==> config.mk <==
export PLATFORM = sky130hd
export DESIGN_NAME = ucbs_ctrl
export DESIGN_NICKNAME = d
export VERILOG_FILES = /design/src/rtl/ucbs_pkg.sv /design/src/rtl/ucbs_ctrl.sv
export SDC_FILE = /design/constraint.sdc
export NUM_CORES = 1
export LEC_CHECK = 0
export BUFFER_PORTS_ARGS = -buffer_cell sky130_fd_sc_hd__buf_4
export CAP_MARGIN = 20
export CORE_AREA = 8 8 45 47
export DETAILED_ROUTE_END_ITERATION = 12
export DIE_AREA = 0 0 53 55
export GPL_TIMING_DRIVEN = 0
export PLACE_DENSITY_LB_ADDON = 0.25
export SYNTH_ARGS = -nofsm -noshare
export SYNTH_HDL_FRONTEND = slang
export SYNTH_SLANG_ARGS = --single-unit
==> constraint.sdc <==
create_clock -name clk -period 1.5 [get_ports clk]
set_input_delay 0.15 -clock clk [delete_from_list [all_inputs] [get_ports clk]]
set_output_delay 0.15 -clock clk [all_outputs]
set_load 0.02 [all_outputs]
==> src/rtl/ucbs_pkg.sv <==
// Shared types and constants for the uniform cubic B-spline sampler.
// Used by ucbs_ctrl, ucbs_datapath and the top level.
// No dependencies.
`timescale 1ns / 1ps

package ucbs_pkg;

  // sample count register and the powers of the segment sample count
  localparam int SC_W  = 6;
  localparam int S2_W  = 12;
  localparam int S3_W  = 18;
  // basis numerators and the denominator 6*s^3 both fit in this width
  localparam int N_W   = 21;

  localparam logic [SC_W-1:0] SC_RESET = 6'd10;

  // multiply-accumulate sweep: four products plus one drain step
  localparam int MAC_STEPS = 5;

  typedef enum logic [2:0] {
    ST_IDLE,
    ST_SQUARE,
    ST_CUBE,
    ST_LOAD,
    ST_DIVIDE,
    ST_MAC,
    ST_EMIT
  } state_t;

  typedef struct packed {
    logic       take;
    logic       square;
    logic       cube;
    logic       load;
    logic       div_step;
    logic       mac_step;
    logic [2:0] mac_idx;
    logic       emit;
    logic       advance;
  } cmd_t;

  typedef struct packed {
    logic seg_start;
    logic last_j;
    logic out_free;
  } status_t;

endpackage

==> src/rtl/ucbs_ctrl.sv <==
// Sequencer for the B-spline sampler: setup, divide, multiply-accumulate, emit.
// Depends on ucbs_pkg (state_t, cmd_t, status_t).
`timescale 1ns / 1ps

module ucbs_ctrl import ucbs_pkg::*; #(
  parameter int FRAC_BITS = 16
) (
  input  logic    clk,
  input  logic    rst,
  input  logic    in_valid,
  output logic    in_stall,
  output cmd_t    cmd,
  input  status_t stat
);

  localparam int CNT_W = $clog2(FRAC_BITS);
  localparam logic [CNT_W-1:0] DIV_END = CNT_W'(FRAC_BITS - 1);
  localparam logic [CNT_W-1:0] MAC_END = CNT_W'(MAC_STEPS - 1);

  state_t           state;
  state_t           state_next;
  logic [CNT_W-1:0] cnt;
  logic [CNT_W-1:0] cnt_next;

  always_ff @(posedge clk) begin
    if (rst) begin
      state <= ST_IDLE;
      cnt   <= '0;
    end else begin
      state <= state_next;
      cnt   <= cnt_next;
    end
  end

  always_comb begin
    state_next = state;
    cnt_next   = cnt;
    case (state)
      ST_IDLE: begin
        if (in_valid && stat.seg_start) begin
          state_next = ST_SQUARE;
        end
      end
      ST_SQUARE: state_next = ST_CUBE;
      ST_CUBE:   state_next = ST_LOAD;
      ST_LOAD: begin
        state_next = ST_DIVIDE;
        cnt_next   = '0;
      end
      ST_DIVIDE: begin
        if (cnt == DIV_END) begin
          state_next = ST_MAC;
          cnt_next   = '0;
        end else begin
          cnt_next = cnt + 1'b1;
        end
      end
      ST_MAC: begin
        if (cnt == MAC_END) begin
          state_next = ST_EMIT;
          cnt_next   = '0;
        end else begin
          cnt_next = cnt + 1'b1;
        end
      end
      ST_EMIT: begin
        if (stat.out_free) begin
          state_next = stat.last_j ? ST_IDLE : ST_LOAD;
        end
      end
      default: begin
        state_next = ST_IDLE;
        cnt_next   = '0;
      end
    endcase
  end

  always_comb begin
    cmd      = '0;
    in_stall = 1'b1;
    case (state)
      ST_IDLE: begin
        in_stall = 1'b0;
        cmd.take = in_valid;
      end
      ST_SQUARE: cmd.square   = 1'b1;
      ST_CUBE:   cmd.cube     = 1'b1;
      ST_LOAD:   cmd.load     = 1'b1;
      ST_DIVIDE: cmd.div_step = 1'b1;
      ST_MAC: begin
        cmd.mac_step = 1'b1;
        cmd.mac_idx  = cnt[2:0];
      end
      ST_EMIT: begin
        cmd.emit    = stat.out_free;
        cmd.advance = stat.out_free && !stat.last_j;
      end
      default: in_stall = 1'b1;
    endcase
  end

endmodule

==> results.sh <==
export IMPL_cellPowerDensity_nw_per_um2=1440
export IMPL_max_freq_mhz=680
export IMPL_worst_slew_pin_slew_ns=0.263
export IMPL_hp_class="in2reg"
export IMPL_ff2ff_setup_slack_ns=0.14
export IMPL_crit_start="state[2]"
export IMPL_ys_seq_area_share_pct=27.3
export IMPL_avgSynthCellArea_um2=7.77
export IMPL_power_frac_seq_pct=24.6
export IMPL_grt_pass1_wl_mm=2.17
export IMPL_worstPathCellList="buf_6, or3_4, nor2_4, buf_6"
export IMPL_grt_max_degree=11
export IMPL_clk_pin_slew_ns=0.06
export IMPL_core_um2=1380
export IMPL_clkPwrFrac_pct=18.0
export IMPL_slew_viol_final=0
export IMPL_cts_root_buf="clkbuf_4"
export IMPL_rsz0062_at_grt="yes"
export IMPL_worstSetupEndpointType="output pin"
export IMPL_first_pass_iters=4
export IMPL_r2r_cells=5
export IMPL_p_int_uw=608
export IMPL_cts_max_path_buffers=2
export IMPL_rr_startpoint="cnt[0]"
export IMPL_antenna_found_initial=0
export IMPL_vias_per_cell=5.25
export IMPL_initial_utilization_pct=37.1
export IMPL_setup_viol=0
export IMPL_max_slew_margin_pct=82.4
export IMPL_post_drt_wl_per_cell_um=12.4
export IMPL_ir_drop_mv=0.665
export IMPL_syn_area_um2=513
export IMPL_hold_ws_ns=0.0932
export IMPL_synth_seq_cells=7
export IMPL_grt_total_usage_pct=9.97
export IMPL_grt_overflow=0
export IMPL_period_share_pct=98.1
export IMPL_setup_worst_path_end="cmd[10]"
export IMPL_drc=0
export IMPL_port_buffers=17
export IMPL_postLayoutCellArea_um2=723
export IMPL_crit_fanout=10
export IMPL_crit_required_ns=1.35
export IMPL_timing_final_hold_violations=0
export IMPL_cts_tree="built"
export IMPL_rows=14
export IMPL_layout_nets=96
export IMPL_numCtsBuffers=3
export IMPL_fin_util_pct=52.3
export IMPL_die_area_um2=2920
export IMPL_place_gp_congestion=0.726
export IMPL_ctsHtreeMaxLevel=1
export IMPL_cpPeakStageDelay_ns=0.40
export IMPL_area_delta_synth_final_pct=41.0
export IMPL_p_leak_nw=0.309
export IMPL_synthSimpleGateAreaFrac_pct=30.2
export IMPL_die_h_um=55
export IMPL_clock_sinks=7
export IMPL_synthAdderAreaFrac_pct=4.88
export IMPL_crit_top_cell="buf_6"
export IMPL_cts_hold_buf=0
export IMPL_path_class="reg2out"
export IMPL_synth_top_family_by_area="simple AND/OR/NAND/NOR gates"
export IMPL_sw_frac_of_total_pct=41.6
export IMPL_muxShareOfSynthArea_pct=0
export IMPL_finalPower_mw=1.04
export IMPL_crit_arrival_ns=1.32
export IMPL_die_w_um=53
export IMPL_place_hpwl_um=988
export IMPL_synth_compound_gate_area_share_pct=25.1
export IMPL_synth_cell_types=31
export IMPL_antennaDiodeCount=0
export IMPL_ant_nets=0
export IMPL_cp_num_cells=4
export IMPL_reg2reg_to="state[1]"
export IMPL_skew_ns=0.00273
export IMPL_start_kind="register"
export IMPL_cpMaxStageDelayCell="or3_4"
export IMPL_num_vias=541
export IMPL_power_switching_uw=434
export IMPL_min_period_ns=1.47
export IMPL_drtIter0Drc=15
export IMPL_grt_pass1_vias=521
export IMPL_clk_latency_ns=0.26
export IMPL_place_area_um2=661
export IMPL_worstPathBufferInverterCount=2
export IMPL_drt_total_wl_mm=1.28
export IMPL_cts_setup_buffers=0
export IMPL_yosysWarningCount=0
export IMPL_drive_gt1_share_pct=40.2
export IMPL_synth_nets=74
export IMPL_p_comb_share_pct=57.5
export IMPL_synth_cells=66
export IMPL_crit_family="simple AND/OR/NAND/NOR gates"
export IMPL_outcome="complete, no violations"
export IMPL_drv_cap=0
export IMPL_synth_xor_area_share_pct=1.71
export IMPL_ios=18
worst min-delay path by stage:
stage,start,to,cells past startpoint
2_1_floorplan,rst,cnt[0],1
6_report,rst,cnt[0],2
3_5_place_dp,rst,cnt[0],2
4_1_cts,rst,cnt[0],2
3_3_place_gp,rst,cnt[0],2
5_1_grt,rst,cnt[0],2
cell usage in the layout, fill, tap and decap left out, types with 2 or more instances in the layout:
cell      synthesis  layout
nand3b_1          3       3
inv_1             5       5
nand3_1           3       3
clkbuf_4          0       3
nor2_1            7       6
nand2_1           4       4
buf_4             0      16
buf_6             2       5
dfxtp_1           7       3
o21ai_1           2       2
dfxtp_2           0       4
a21oi_1           6       6
and2_1            4       4
final cells by class:
cell class              instances  area [µm²]
plain buffers                   4        45.0
well taps                      16        20.0
repair buffers                 17         131
inverters                       6        22.5
fillers                       133         661
flip-flops and latches          7         145
multi-input cells              49         333
clock buffers                   4        26.3
timing repair:
| item | 4_1_cts | 5_1_grt |
|---|---|---|
| setup endpoints to repair | 2 | 3 |
| resized for setup | 3 | 10 |
| pin swaps | 0 | 1 |
| hold endpoints to repair | 0 | 0 |
| gates cloned | 0 | 0 |
power groups by stage:
stage / sequential, mW / clock (mW) / combinational, mW
final: 0.256 / 0.187 / 0.599
after CTS: 0.249 / 0.194 / 0.554
after global routing: 0.259 / 0.206 / 0.655
after detailed placement: 0.251 / 0 / 0.540
after global placement: 0.249 / 0 / 0.539
after floorplan: 0.244 / 0 / 0.381
registers in the layout (all words and copies together) (netlist names):
signal  flops
state       3
cnt         4
cells in the mapped netlist:
cell	number	area, µm²
dfxtp_1	7	140
nor2_1	7	26.3
a21oi_1	6	30.0
inv_1	5	18.8
and2_1	4	25.0
nand2_1	4	15.0
nand3_1	3	15.0
nand3b_1	3	22.5
buf_2	2	10.0
buf_6	2	22.5
ha_1	2	25.0
o21ai_1	2	10.0
a211o_1	1	8.76
a211oi_2	1	12.5
a21o_1	1	7.51
a22oi_2	1	12.5
a311oi_1	1	8.76
a31oi_1	1	6.26
a32oi_1	1	8.76
and3_1	1	6.26
and3b_1	1	8.76
inv_2	1	3.75
nand2b_1	1	6.26
nor2b_1	1	6.26
nor3_1	1	5.00
nor3b_2	1	12.5
o211ai_1	1	7.51
o22ai_1	1	6.26
o2bb2a_1	1	10.0
or3_1	1	6.26
xnor2_1	1	8.76
logic make-up (layout without fill, tap and decap cells):
group                      after synthesis  count (layout)
and+or+nand+nor                         28              28
AOI/OAI and AO/OA                       18              18
xor gates and xnor gates                 1               1
DFF                                      7               7
buffers and inverters                   10              31
adders and majority gates                2               2
through the flow:
step / TNS [ns] / instances / setup slack [ns]
2_1_floorplan: 0 / 66 / 0.0485
3_3_place_gp: 0 / 99 / 0.0875
3_5_place_dp: 0 / 99 / 0.0536
4_1_cts: -0.00571 / 103 / -0.00571
5_1_grt: -0.0324 / 103 / -0.0324
6_report: 0 / 103 / 0.0285
routing by layer:
metal | part of all wire, % | up-vias | global-route usage [%]
met3 | 7.0 | 2 | 3.74
met2 | 51 | 12 | 16.8
met1 | 40 | 250 | 10.7
li1 | - | 277 | -
met4 | 2.0 | 0 | 5.17
met5 | 0 | - | 0
No activity file was read; power rests on OpenSTA's default activity.
